## config.mk

```make
export PLATFORM = sky130hd
export DESIGN_NAME = range_to_subfile_segment_splitter
export DESIGN_NICKNAME = d
export VERILOG_FILES = /design/src/rtl/core/rtsss_pkg.sv /design/src/rtl/core/rtsss_ram.sv /design/src/rtl/core/rtsss_seq.sv /design/src/rtl/core/rtsss_dp.sv /design/src/rtl/core/range_to_subfile_segment_splitter.sv
export SDC_FILE = /design/constraint.sdc
export NUM_CORES = 2
export LEC_CHECK = 0
export ABC_AREA = 0
export BUFFER_PORTS_ARGS = -buffer_cell sky130_fd_sc_hd__buf_2
export CORE_UTILIZATION = 43
export DETAILED_ROUTE_END_ITERATION = 10
export SETUP_SLACK_MARGIN = 0.2
export SLEW_MARGIN = 5
export SYNTH_ARGS = -nofsm -noshare
export SYNTH_HDL_FRONTEND = slang
export SYNTH_HIERARCHICAL = 1
export SYNTH_SLANG_ARGS = --single-unit
```

## constraint.sdc

```tcl
create_clock -name clk_i -period 30.3 [get_ports clk_i]
set_clock_uncertainty 0.2 [all_clocks]
set_input_delay 9.09 -clock clk_i [delete_from_list [all_inputs] [get_ports clk_i]]
set_output_delay 9.09 -clock clk_i [all_outputs]
set_load 0.01 [all_outputs]
```

## src/rtl/core/rtsss_pkg.sv

```systemverilog
// ----------------------------------------------------------------------------
// rtsss_pkg: shared types, codes and microcode for the segment splitter
// Request/result structs, status and opcode codes, control word format and
// the read-only control program run by the sequencer.
// ----------------------------------------------------------------------------
package rtsss_pkg;

  localparam int unsigned OPCODE_W = 2;
  localparam int unsigned FIELD_W  = 48;
  localparam int unsigned IDX_W    = 4;
  localparam int unsigned STATUS_W = 2;
  localparam int unsigned STEP_W   = 5;

  // request opcodes
  localparam logic [OPCODE_W-1:0] OP_CLEAR  = 2'd0;
  localparam logic [OPCODE_W-1:0] OP_APPEND = 2'd1;
  localparam logic [OPCODE_W-1:0] OP_QUERY  = 2'd2;

  // result status codes
  localparam logic [STATUS_W-1:0] ST_OK      = 2'd0;
  localparam logic [STATUS_W-1:0] ST_REJECT  = 2'd1;
  localparam logic [STATUS_W-1:0] ST_SEGMENT = 2'd2;
  localparam logic [STATUS_W-1:0] ST_NONE    = 2'd3;

  typedef struct packed {
    logic [OPCODE_W-1:0] opcode;
    logic [FIELD_W-1:0]  subfile_length;
    logic [FIELD_W-1:0]  range_first;
    logic [FIELD_W-1:0]  range_last;
  } req_t;

  typedef struct packed {
    logic [STATUS_W-1:0] status;
    logic [IDX_W-1:0]    subfile_index;
    logic [FIELD_W-1:0]  segment_first;
    logic [FIELD_W-1:0]  segment_last;
    logic                last_result;
  } res_t;

  // datapath actions
  typedef enum logic [3:0] {
    ACT_NOP,
    ACT_TAKE,
    ACT_CLEAR,
    ACT_APPEND,
    ACT_EMIT_OK,
    ACT_EMIT_REJECT,
    ACT_QINIT,
    ACT_READ,
    ACT_LOAD,
    ACT_CALC_E,
    ACT_PUSH,
    ACT_NEXT,
    ACT_EMIT_FINAL
  } act_e;

  // jump conditions
  typedef enum logic [3:0] {
    C_NEVER,
    C_ALWAYS,
    C_NO_VALID,
    C_OP_QUERY,
    C_OP_APPEND,
    C_OP_CLEAR,
    C_APPEND_BAD,
    C_RANGE_BAD,
    C_WALK_DONE,
    C_EMPTY,
    C_BEYOND,
    C_MISS,
    C_OUT_BUSY,
    C_PUSH_STALL
  } cond_e;

  typedef logic [STEP_W-1:0] step_t;

  typedef struct packed {
    act_e  act;
    cond_e cond;
    step_t target;
  } ucode_t;

  // status flags from datapath to sequencer
  typedef struct packed {
    logic in_valid;
    logic op_query;
    logic op_append;
    logic op_clear;
    logic append_bad;
    logic range_bad;
    logic walk_done;
    logic empty;
    logic beyond;
    logic miss;
    logic out_busy;
    logic push_stall;
  } flags_t;

  // program addresses
  localparam step_t S_IDLE    = 5'd0;
  localparam step_t S_DISP0   = 5'd1;
  localparam step_t S_DISP1   = 5'd2;
  localparam step_t S_DISP2   = 5'd3;
  localparam step_t S_REJECT  = 5'd4;
  localparam step_t S_REJ_RET = 5'd5;
  localparam step_t S_CLEAR   = 5'd6;
  localparam step_t S_ACK     = 5'd7;
  localparam step_t S_ACK_RET = 5'd8;
  localparam step_t S_APPCHK  = 5'd9;
  localparam step_t S_APPWR   = 5'd10;
  localparam step_t S_QINIT   = 5'd11;
  localparam step_t S_QREAD   = 5'd12;
  localparam step_t S_QLOAD   = 5'd13;
  localparam step_t S_QCALC   = 5'd14;
  localparam step_t S_QBEYOND = 5'd15;
  localparam step_t S_QMISS   = 5'd16;
  localparam step_t S_QPUSH   = 5'd17;
  localparam step_t S_QNEXT   = 5'd18;
  localparam step_t S_QEND    = 5'd19;
  localparam step_t S_QRET    = 5'd20;

  function automatic ucode_t uw(input act_e a, input cond_e c, input step_t t);
    ucode_t w;
    w.act    = a;
    w.cond   = c;
    w.target = t;
    return w;
  endfunction

  // control store: jump to target when cond holds, else fall through
  function automatic ucode_t ucode(input step_t step);
    ucode_t cw;
    unique case (step)
      S_IDLE:    cw = uw(ACT_TAKE,        C_NO_VALID,   S_IDLE);
      S_DISP0:   cw = uw(ACT_NOP,         C_OP_QUERY,   S_QINIT);
      S_DISP1:   cw = uw(ACT_NOP,         C_OP_APPEND,  S_APPCHK);
      S_DISP2:   cw = uw(ACT_NOP,         C_OP_CLEAR,   S_CLEAR);
      S_REJECT:  cw = uw(ACT_EMIT_REJECT, C_OUT_BUSY,   S_REJECT);
      S_REJ_RET: cw = uw(ACT_NOP,         C_ALWAYS,     S_IDLE);
      S_CLEAR:   cw = uw(ACT_CLEAR,       C_ALWAYS,     S_ACK);
      S_ACK:     cw = uw(ACT_EMIT_OK,     C_OUT_BUSY,   S_ACK);
      S_ACK_RET: cw = uw(ACT_NOP,         C_ALWAYS,     S_IDLE);
      S_APPCHK:  cw = uw(ACT_NOP,         C_APPEND_BAD, S_REJECT);
      S_APPWR:   cw = uw(ACT_APPEND,      C_ALWAYS,     S_ACK);
      S_QINIT:   cw = uw(ACT_QINIT,       C_RANGE_BAD,  S_QEND);
      S_QREAD:   cw = uw(ACT_READ,        C_WALK_DONE,  S_QEND);
      S_QLOAD:   cw = uw(ACT_LOAD,        C_NEVER,      S_IDLE);
      S_QCALC:   cw = uw(ACT_CALC_E,      C_EMPTY,      S_QNEXT);
      S_QBEYOND: cw = uw(ACT_NOP,         C_BEYOND,     S_QEND);
      S_QMISS:   cw = uw(ACT_NOP,         C_MISS,       S_QNEXT);
      S_QPUSH:   cw = uw(ACT_PUSH,        C_PUSH_STALL, S_QPUSH);
      S_QNEXT:   cw = uw(ACT_NEXT,        C_ALWAYS,     S_QREAD);
      S_QEND:    cw = uw(ACT_EMIT_FINAL,  C_OUT_BUSY,   S_QEND);
      S_QRET:    cw = uw(ACT_NOP,         C_ALWAYS,     S_IDLE);
      default:   cw = uw(ACT_NOP,         C_ALWAYS,     S_IDLE);
    endcase
    return cw;
  endfunction

endpackage

```

## src/rtl/core/rtsss_ram.sv

```systemverilog
// ----------------------------------------------------------------------------
// rtsss_ram: generic single-write, single-read RAM
// One write port, one read port, registered read data.
// ----------------------------------------------------------------------------
module rtsss_ram #(
  parameter int unsigned WIDTH = 96,
  parameter int unsigned DEPTH = 16
) (
  input  logic                                   clk_i,
  input  logic                                   we_i,
  input  logic [((DEPTH > 1) ? $clog2(DEPTH) : 1)-1:0] waddr_i,
  input  logic [WIDTH-1:0]                       wdata_i,
  input  logic [((DEPTH > 1) ? $clog2(DEPTH) : 1)-1:0] raddr_i,
  output logic [WIDTH-1:0]                       rdata_o
);

  logic [WIDTH-1:0] mem_q [DEPTH];

  always_ff @(posedge clk_i) begin
    if (we_i) begin
      mem_q[waddr_i] <= wdata_i;
    end
    rdata_o <= mem_q[raddr_i];
  end

endmodule

```

## src/rtl/core/rtsss_seq.sv

```systemverilog
// ----------------------------------------------------------------------------
// rtsss_seq: microcode sequencer
// Step counter, control store fetch and conditional jump selection.
// ----------------------------------------------------------------------------
module rtsss_seq (
  input  logic              clk_i,
  input  logic              rst_ni,
  input  rtsss_pkg::flags_t flags_i,
  output rtsss_pkg::act_e   act_o
);

  rtsss_pkg::step_t  step_d, step_q;
  rtsss_pkg::ucode_t cw;
  logic              take;

  always_comb begin
    cw = rtsss_pkg::ucode(step_q);
    unique case (cw.cond)
      rtsss_pkg::C_NEVER:      take = 1'b0;
      rtsss_pkg::C_ALWAYS:     take = 1'b1;
      rtsss_pkg::C_NO_VALID:   take = ~flags_i.in_valid;
      rtsss_pkg::C_OP_QUERY:   take = flags_i.op_query;
      rtsss_pkg::C_OP_APPEND:  take = flags_i.op_append;
      rtsss_pkg::C_OP_CLEAR:   take = flags_i.op_clear;
      rtsss_pkg::C_APPEND_BAD: take = flags_i.append_bad;
      rtsss_pkg::C_RANGE_BAD:  take = flags_i.range_bad;
      rtsss_pkg::C_WALK_DONE:  take = flags_i.walk_done;
      rtsss_pkg::C_EMPTY:      take = flags_i.empty;
      rtsss_pkg::C_BEYOND:     take = flags_i.beyond;
      rtsss_pkg::C_MISS:       take = flags_i.miss;
      rtsss_pkg::C_OUT_BUSY:   take = flags_i.out_busy;
      rtsss_pkg::C_PUSH_STALL: take = flags_i.push_stall;
      default:                 take = 1'b0;
    endcase
    step_d = take ? cw.target : rtsss_pkg::step_t'(step_q + 1'b1);
  end

  assign act_o = cw.act;

  always_ff @(posedge clk_i or negedge rst_ni) begin
    if (!rst_ni) begin
      step_q <= rtsss_pkg::S_IDLE;
    end else begin
      step_q <= step_d;
    end
  end

endmodule

```

## src/rtl/core/rtsss_dp.sv

```systemverilog
// ----------------------------------------------------------------------------
// rtsss_dp: splitter datapath
// Request latch, subfile table RAM, walk registers, pending segment and
// output register, driven by one action per cycle from the sequencer.
// ----------------------------------------------------------------------------
module rtsss_dp #(
  parameter int unsigned MAX_SUBFILES = 16,
  parameter int unsigned OFFSET_BITS  = 48
) (
  input  logic              clk_i,
  input  logic              rst_ni,
  input  rtsss_pkg::act_e   act_i,
  output rtsss_pkg::flags_t flags_o,
  input  logic              in_valid_i,
  output logic              in_ready_o,
  input  rtsss_pkg::req_t   in_req_i,
  output logic              out_valid_o,
  input  logic              out_ready_i,
  output rtsss_pkg::res_t   out_res_o
);

  localparam int unsigned IW = $clog2(MAX_SUBFILES + 1);
  localparam int unsigned AW = (MAX_SUBFILES > 1) ? $clog2(MAX_SUBFILES) : 1;
  localparam int unsigned EW = 2 * OFFSET_BITS;

  typedef logic [OFFSET_BITS-1:0] off_t;

  // latched request
  logic [rtsss_pkg::OPCODE_W-1:0] op_d, op_q;
  off_t len_d, len_q, rf_d, rf_q, rl_d, rl_q;

  // table bookkeeping and walk state
  logic [IW-1:0] count_d, count_q, idx_d, idx_q;
  off_t          total_d, total_q;
  off_t          s_d, s_q, l_d, l_q, e_d, e_q;
  logic [OFFSET_BITS:0] sum;

  // pending segment, held until the next one shows whether it is final
  logic                        pend_d, pend_q;
  logic [rtsss_pkg::IDX_W-1:0] pend_idx_d, pend_idx_q;
  off_t                        pend_first_d, pend_first_q, pend_last_d, pend_last_q;
  off_t                        seg_first, seg_last;

  logic            out_valid_d, out_valid_q;
  rtsss_pkg::res_t out_d, out_q, res;
  logic            emit, out_busy, push_stall;

  logic          ram_we;
  logic [EW-1:0] ram_rdata;

  rtsss_ram #(
    .WIDTH(EW),
    .DEPTH(MAX_SUBFILES)
  ) u_table (
    .clk_i  (clk_i),
    .we_i   (ram_we),
    .waddr_i(count_q[AW-1:0]),
    .wdata_i({total_q, len_q}),
    .raddr_i(idx_q[AW-1:0]),
    .rdata_o(ram_rdata)
  );

  assign sum        = {1'b0, total_q} + {1'b0, len_q};
  assign out_busy   = out_valid_q & ~out_ready_i;
  assign push_stall = pend_q & out_busy;
  assign in_ready_o = (act_i == rtsss_pkg::ACT_TAKE);
  assign ram_we     = (act_i == rtsss_pkg::ACT_APPEND);

  // clipped segment, relative to the subfile start
  assign seg_first = (s_q > rf_q) ? '0 : off_t'(rf_q - s_q);
  assign seg_last  = (e_q < rl_q) ? off_t'(l_q - 1'b1) : off_t'(rl_q - s_q);

  always_comb begin
    flags_o.in_valid   = in_valid_i;
    flags_o.op_query   = (op_q == rtsss_pkg::OP_QUERY);
    flags_o.op_append  = (op_q == rtsss_pkg::OP_APPEND);
    flags_o.op_clear   = (op_q == rtsss_pkg::OP_CLEAR);
    flags_o.append_bad = (count_q == IW'(MAX_SUBFILES)) | sum[OFFSET_BITS];
    flags_o.range_bad  = (rf_q > rl_q);
    flags_o.walk_done  = (idx_q == count_q);
    flags_o.empty      = (l_q == '0);
    flags_o.beyond     = (s_q > rl_q);
    flags_o.miss       = (e_q < rf_q);
    flags_o.out_busy   = out_busy;
    flags_o.push_stall = push_stall;
  end

  // result selection
  always_comb begin
    emit = 1'b0;
    res  = '0;
    unique case (act_i)
      rtsss_pkg::ACT_EMIT_OK: begin
        emit            = ~out_busy;
        res.status      = rtsss_pkg::ST_OK;
        res.last_result = 1'b1;
      end
      rtsss_pkg::ACT_EMIT_REJECT: begin
        emit            = ~out_busy;
        res.status      = rtsss_pkg::ST_REJECT;
        res.last_result = 1'b1;
      end
      rtsss_pkg::ACT_PUSH,
      rtsss_pkg::ACT_EMIT_FINAL: begin
        emit = ~out_busy & (pend_q | (act_i == rtsss_pkg::ACT_EMIT_FINAL));
        if (pend_q) begin
          res.status        = rtsss_pkg::ST_SEGMENT;
          res.subfile_index = pend_idx_q;
          res.segment_first = rtsss_pkg::FIELD_W'(pend_first_q);
          res.segment_last  = rtsss_pkg::FIELD_W'(pend_last_q);
        end else begin
          res.status = rtsss_pkg::ST_NONE;
        end
        res.last_result = (act_i == rtsss_pkg::ACT_EMIT_FINAL);
      end
      default: begin
        emit = 1'b0;
      end
    endcase
  end

  // next-state logic
  always_comb begin
    op_d         = op_q;
    len_d        = len_q;
    rf_d         = rf_q;
    rl_d         = rl_q;
    count_d      = count_q;
    total_d      = total_q;
    idx_d        = idx_q;
    s_d          = s_q;
    l_d          = l_q;
    e_d          = e_q;
    pend_d       = pend_q;
    pend_idx_d   = pend_idx_q;
    pend_first_d = pend_first_q;
    pend_last_d  = pend_last_q;

    unique case (act_i)
      rtsss_pkg::ACT_TAKE: begin
        if (in_valid_i) begin
          op_d  = in_req_i.opcode;
          len_d = off_t'(in_req_i.subfile_length);
          rf_d  = off_t'(in_req_i.range_first);
          rl_d  = off_t'(in_req_i.range_last);
        end
      end
      rtsss_pkg::ACT_CLEAR: begin
        count_d = '0;
        total_d = '0;
      end
      rtsss_pkg::ACT_APPEND: begin
        count_d = IW'(count_q + 1'b1);
        total_d = sum[OFFSET_BITS-1:0];
      end
      rtsss_pkg::ACT_QINIT: begin
        idx_d  = '0;
        pend_d = 1'b0;
      end
      rtsss_pkg::ACT_LOAD: begin
        s_d = ram_rdata[EW-1:OFFSET_BITS];
        l_d = ram_rdata[OFFSET_BITS-1:0];
      end
      rtsss_pkg::ACT_CALC_E: begin
        // last byte of a non-empty entry; cannot wrap, total never overflows
        e_d = off_t'(s_q + l_q - 1'b1);
      end
      rtsss_pkg::ACT_PUSH: begin
        if (!push_stall) begin
          pend_d       = 1'b1;
          pend_idx_d   = rtsss_pkg::IDX_W'(idx_q);
          pend_first_d = seg_first;
          pend_last_d  = seg_last;
        end
      end
      rtsss_pkg::ACT_NEXT: begin
        idx_d = IW'(idx_q + 1'b1);
      end
      rtsss_pkg::ACT_EMIT_FINAL: begin
        if (!out_busy) begin
          pend_d = 1'b0;
        end
      end
      default: begin
        pend_d = pend_q;
      end
    endcase

    out_valid_d = emit ? 1'b1 : (out_ready_i ? 1'b0 : out_valid_q);
    out_d       = emit ? res : out_q;
  end

  always_ff @(posedge clk_i or negedge rst_ni) begin
    if (!rst_ni) begin
      count_q     <= '0;
      total_q     <= '0;
      idx_q       <= '0;
      pend_q      <= 1'b0;
      out_valid_q <= 1'b0;
      op_q        <= rtsss_pkg::OP_CLEAR;
    end else begin
      count_q     <= count_d;
      total_q     <= total_d;
      idx_q       <= idx_d;
      pend_q      <= pend_d;
      out_valid_q <= out_valid_d;
      op_q        <= op_d;
    end
  end

  always_ff @(posedge clk_i) begin
    len_q        <= len_d;
    rf_q         <= rf_d;
    rl_q         <= rl_d;
    s_q          <= s_d;
    l_q          <= l_d;
    e_q          <= e_d;
    pend_idx_q   <= pend_idx_d;
    pend_first_q <= pend_first_d;
    pend_last_q  <= pend_last_d;
    out_q        <= out_d;
  end

  assign out_valid_o = out_valid_q;
  assign out_res_o   = out_q;

endmodule

```

## src/rtl/core/range_to_subfile_segment_splitter.sv

```systemverilog
// Query: the microcode loop walks the table one entry per pass through
// the single RAM read port. One request in flight at a time.
// Reset: table empty and running total zero; table RAM contents are not
// cleared, and no entry at or above the count is ever read.
// ----------------------------------------------------------------------------
// range_to_subfile_segment_splitter: subfile table and range splitter
// Keeps an ordered table of subfile lengths and splits a byte range of the
// concatenated space into per-subfile segments.
// ----------------------------------------------------------------------------
module range_to_subfile_segment_splitter #(
  parameter int unsigned MAX_SUBFILES = 16,
  parameter int unsigned OFFSET_BITS  = 48
) (
  input  logic            clk_i,
  input  logic            rst_ni,
  input  logic            in_valid_i,
  output logic            in_ready_o,
  input  rtsss_pkg::req_t in_req_i,
  output logic            out_valid_o,
  input  logic            out_ready_i,
  output rtsss_pkg::res_t out_res_o
);

  rtsss_pkg::act_e   act;
  rtsss_pkg::flags_t flags;

  rtsss_seq u_seq (
    .clk_i  (clk_i),
    .rst_ni (rst_ni),
    .flags_i(flags),
    .act_o  (act)
  );

  rtsss_dp #(
    .MAX_SUBFILES(MAX_SUBFILES),
    .OFFSET_BITS (OFFSET_BITS)
  ) u_dp (
    .clk_i      (clk_i),
    .rst_ni     (rst_ni),
    .act_i      (act),
    .flags_o    (flags),
    .in_valid_i (in_valid_i),
    .in_ready_o (in_ready_o),
    .in_req_i   (in_req_i),
    .out_valid_o(out_valid_o),
    .out_ready_i(out_ready_i),
    .out_res_o  (out_res_o)
  );

endmodule

```

# [Word level (Yosys, flattened, before mapping)]
# Memories as Yosys holds them, arrays and structs flattened. A register that Yosys moved wholly into a read port is not among the register bits.
# Index checks and enable logic that the tools add are counted.
[word_totals] memories=2 input_bits=150 mem_bits_rw=1536 latch_bits=0 mem_bits_ro=416 regBits=558 elab_cells=105
[op_classes] n_div=0 n_reduce_logical=12 n_eq_ne=30 mul=0 add_sub_neg=9 n_bitwise=9 shifts=0 order_cmp=5 n_mux=17
[mem_list] memory="u_dp.u_table.mem_q" depth=16 word_bits=96 read_ports=1 rd_ports_with_merged_regs=1 write_ports=1 line="rtsss_ram.sv:17" rtl="logic [WIDTH-1:0] mem_q [DEPTH];"
[mem_list] memory="(no name shown)" depth=32 word_bits=13 read_ports=1 rd_ports_with_merged_regs=0 write_ports=0 line="rtsss_pkg.sv:133" rtl="unique case (step)"
[op_table] operator="$gt A48 B48 Y1" n=3
[op_table] operator="$lt A48 B48 Y1" n=2
[op_table] operator="$pmux W48 S2" n=1
[op_table] operator="$sub A48 B1 Y48 const B" n=2
[op_table] operator="$sub A48 B48 Y48" n=2
[op_table] operator="$add A48 B48 Y49" n=1
[op_table] operator="$add A48 B48 Y48" n=1
[op_table] operator="$logic_not A48 Y1" n=1
[op_table] operator="$mux W48" n=1
[op_table] operator="$eq A4 B4 Y1 const B" n=11
[op_table] operator="$eq A4 B3 Y1 const B" n=7
[op_table] operator="$pmux W5 S2" n=2
[op_table] operator="$eq A4 B2 Y1 const B" n=4
[op_table] operator="$add A5 B1 Y5 const B" n=3
[op_table] operator="$pmux W1 S13" n=1
[op_table] operator="$eq A4 B1 Y1 const B" n=2
[op_table] operator="$mux W1" n=7
[op_table] operator="$reduce_and A2 Y1" n=3
[op_table] operator="$reduce_bool A2 Y1" n=3
[op_table] operator="$eq A5 B5 Y1" n=1
[op_table] operator="$eq A5 B5 Y1 const B" n=1
[op_table] operator="$mux W5" n=1
[op_table] operator="$ne A2 B2 Y1 const B" n=2
[op_table] operator="$not A1 Y1" n=4
[op_table] operator="other kinds (11)" n=16

# [Longest topological paths before layout]
[depth] depth_word=6 ltp_mapped=20 depth_no_buf=20

# [Cells and area by module]
# The synthesis kept the hierarchy.
[modules_own_cells] mod="rtsss_ram" cells_each=2460 seq_area_each_um2=48046.1 n_inst=1 area_each_um2=59355.7
[modules_own_cells] mod="rtsss_dp" cells_each=3303 seq_area_each_um2=16295.6 n_inst=1 area_each_um2=34476.8
[modules_own_cells] mod="rtsss_seq" cells_each=113 seq_area_each_um2=125.1 n_inst=1 area_each_um2=977.2

# [Least setup slack after synthesis]
# No wires, ideal clock.
[synth_timing] path_kind="input to register" start="in out_ready_i" end="reg u_dp.pend_first_q[0] (enable)" path_stages=4 arrival_time_ns=13.613 required_time_ns=29.540 path_slack_ns=15.926 setup_ns=0.560 cell_sequence="nand2b_1 -> inv_1 -> and2_1 -> nor2_1"
[synth_between] elab_chain_cells=5
[synth_rtl] item="from (decl)" line="range_to_subfile_segment_splitter.sv:20" rtl="input logic out_ready_i,"
[synth_rtl] item="$not A1 Y1" line="rtsss_dp.sv:64" rtl="assign out_busy = out_valid_q & ~out_ready_i;"
[synth_rtl] item="$and A1 B1 Y1" line="rtsss_dp.sv:64"
[synth_rtl] item="named net u_dp.out_busy" line="rtsss_dp.sv:46" rtl="logic emit, out_busy, push_stall;"
[synth_rtl] item="$and A1 B1 Y1" line="rtsss_dp.sv:65" rtl="assign push_stall = pend_q & out_busy;"
[synth_rtl] item="named net u_dp.push_stall" line="rtsss_dp.sv:46"
[synth_rtl] item="$not A1 Y1 (no source line)"
[synth_rtl] item="$reduce_and A2 Y1 (no source line)"
[synth_rtl] item="to (signal assigned)" line="rtsss_dp.sv:219" rtl="pend_first_q <= pend_first_d;"
[synth_rtl] item="to (decl)" line="rtsss_dp.sv:41" rtl="off_t pend_first_d, pend_first_q, pend_last_d, pend_last_q;"
# The timed path passes the listed nets, and every way through them passes these cells.
# A chain may end at the register's enable or synchronous reset.

# [Worst setup path after layout]
[layout_timing] start="reg u_seq.step_q[0]" end="out in_ready_o"
[layout_between] elab_chain_cells=2
[layout_rtl] item="from (decl)" line="rtsss_seq.sv:12" rtl="rtsss_pkg::step_t step_d, step_q;"
[layout_rtl] item="from (signal assigned)" line="rtsss_seq.sv:42" rtl="step_q <= rtsss_pkg::S_IDLE;"
[layout_rtl] item="from (signal assigned)" line="rtsss_seq.sv:44" rtl="step_q <= step_d;"
[layout_rtl] item="$mem_v2 Z32 W13"
[layout_rtl] item="named net act[2]" line="range_to_subfile_segment_splitter.sv:24" rtl="rtsss_pkg::act_e act;"
[layout_rtl] item="$eq A4 B1 Y1" line="rtsss_dp.sv:66" rtl="assign in_ready_o = (act_i == rtsss_pkg::ACT_TAKE);"
[layout_rtl] item="to (decl)" line="range_to_subfile_segment_splitter.sv:17" rtl="output logic in_ready_o,"
# The timed path passes the listed nets, and every way through them passes these cells.

==> results.json <==
{
  "max-clock-path-buffers": 3,
  "cts_resized": 0,
  "cts_num_sinks": 2190,
  "drv_cap": 0,
  "crit_arrival_ns": 3.77,
  "final_cell_mix": "edfxtp_1, ha_1, mux4_2",
  "finalCoreUtilization_pct": 48.89,
  "synth_top_flop_cell": "edfxtp_1",
  "ys_seq_elements": 2190,
  "die_x_um": 471.6,
  "drive_gt1_share_pct": 18.07,
  "synth_fp_nets": 6421,
  "yosys_warnings": 6,
  "synth_seq_area_share_pct": 68.00,
  "first_iter_violations": 4565,
  "dr.pass1.iters": 5,
  "area_growth_pct": 13.09,
  "grt_remaining_overflow": 0,
  "worst_pin_slew_ns": 1.295,
  "rr_worst_depth": 14,
  "syn_area_per_cell_um2": 16.14,
  "cp_data_required_time_ns": 21.01,
  "cp-start-kind": "flip-flop",
  "dieArea_mm2": 0.2224,
  "vias_per_cell": 5.679,
  "hold_class": "reg2reg",
  "async_flop_share_pct": 3.059,
  "criticalPathCategory": "reg2out",
  "maxSlewHeadroom_pct": 13.67,
  "end_kind": "primary output",
  "min_period_over_period_pct": 43.12,
  "numCtsBuffers": 225,
  "setup_tns_ns": 0,
  "core_mm2": 0.2193,
  "ctsHoldBuffers": 0,
  "ir_drop_v": 0.00005322,
  "layout.nets": 6743,
  "cts.clk_slew.worst_paths_ns": 0.06,
  "avgRoutedWirePerCell_um": 25.57,
  "fmax_mhz": 76.55,
  "grt_max_degree": 132,
  "vias": 52642,
  "wirelength_um": 237000,
  "cts_root_buffer": "clkbuf_16",
  "placed_area_mm2": 0.09945,
  "postRouteAntennaNets": 0,
  "initial_utilization_pct": 43.23,
  "remaining_drc_errors": 0,
  "synth_cell_type_count": 98,
  "preCtsSetupSlack_ns": 18.09,
  "synth-edff-count": 2027,
  "netlist_instances": 5876,
  "setup_viol": 0,
  "power.leakage_nw": 38.18,
  "hold_viol": 0,
  "io-pin-count": 255,
  "stdcell_count": 9270,
  "tritoncts": "built",
  "fill_cells": 18119,
  "htree_levels": 4,
  "final_common_cell": "edfxtp_1",
  "hpwl_um": 147300,
  "setup_slack_ns": 17.24,
  "post_cts_buffers": 0,
  "finalCriticalPeriod_ns": 13.06,
  "drv_slew": 0,
  "io_buffers": 254,
  "final_area_mm2": 0.1072,
  "power-per-cell-area_mw_per_mm2": 87.93,
  "dp.cells": 8842,
  "r2r_slack_ns": 23.38,
  "grt_pass1_wl_um": 347500,
  "min_path_cells": 0,
  "grtUsageTotal_pct": 21.13,
  "status": "finished, final reports clean",
  "num_rows": 172,
  "gp_congestion": 0.8942,
  "die_y_um": 471.6,
  "clock_latency_ns": 0.88,
  "grt_pass1_vias": 52827,
  "synthesis.area_mm2": 0.09481,
  "antenna_found_initial": 18,
  "rsz0062_at_grt": "false",
  "crit_fanout": 14
}
==> worst max-delay path: stages (launching register included) <==
cell	delay [ns]
dfrtp_1	0.67
inv_1	0.23
ha_1	0.61
nor2b_1	0.24
o22ai_1	0.32
nor4_1	0.60
buf_2	0.24
==> worst paths after layout <==
path	startpoint	end
min in group asynchronous	rst_ni	u_dp/total_q[5]
min	u_dp/u_table/rdata_o[62]	u_dp/s_q[14]
max	u_seq/step_q[0]	in_ready_o
max in group asynchronous	rst_ni	u_dp/idx_q[0]
max reg2reg	u_seq/step_q[0]	u_dp/u_table/mem_q[0][66]
min reg2reg	u_dp/u_table/rdata_o[62]	u_dp/s_q[14]
==> through the flow <==
stage | hold WS [ns] | total power (W)
2_1_floorplan | 0.1855 | 0.005863
3_3_place_gp | 0.1862 | 0.006584
3_5_place_dp | 0.1887 | 0.006619
4_1_cts | 0.1994 | 0.009499
5_1_grt | 0.2061 | 0.009885
6_report | 0.1982 | 0.009427
==> flip-flops by register name (all words and copies together), names as in the netlist, 48 cells and up <==
signal and count:
u_dp/l_q 48, u_dp/total_q 48, u_dp/rf_q 48, u_dp/pend_last_q 48, u_dp/u_table/rdata_o 96, u_dp/pend_first_q 48
u_dp/rl_q 48, u_dp/len_q 48, u_dp/out_res_o 103, u_dp/s_q 48, u_dp/e_q 48, u_dp/u_table/mem_q 1536
==> logic make-up after synthesis <==
logic type	Yosys count	share of synthesized area (%)
adders and majority gates	395	5.244
muxes	414	9.464
xor gates and xnor gates	220	2.032
buffers and inverters	582	2.604
AOI/OAI and AO/OA	1051	7.268
DFF	2190	68.00
and+or+nand+nor	1024	5.392
==> power by group <==
group	internal [W]	total (W)	switching, W
clock network	0.00167	0.00286	0.00119
logic	0.000965	0.00238	0.00142
registers	0.00383	0.00418	0.000346
total	0.00647	0.00943	0.00295
==> final cells by class <==
cell class	instances	area, um^2	share of cell area [%]
flip-flops and latches	2190	64480	60.14
multi-input cells	3104	28080	26.19
clock buffers	302	6151	5.737
well taps	2871	3592	3.350
repair buffers	329	1987	1.853
clock inverters	125	1619	1.510
inverters	348	1311	1.223
diodes	1	2.502	0.002334
==> layer usage <==
metal	global-route usage, %	routed length [um]	share of wire, %
met1	29.81	105400	44
met5	0	0	0
met2	34.10	112100	47
met3	3.094	13790	5.8
met4	5.877	5772	2.4
==> cell usage after synthesis, drive strengths merged, types with 67 or more instances <==
master / number / area (um^2)
nor2: 219 / 829.6
inv: 347 / 1303
clkbuf: 136 / 510.5
o21ai: 198 / 998.5
a21o: 151 / 1134
dfrtp: 67 / 1677
edfxtp: 2027 / 60870
a21oi: 267 / 1344
and3: 125 / 782.0
xnor2: 142 / 1244
nand2: 304 / 1141
dfxtp: 96 / 1922
a22oi: 195 / 1469
xor2: 78 / 683.2
buf: 98 / 651.9
mux4: 384 / 8648
ha: 391 / 4892
(Power assumes the default switching activity.)
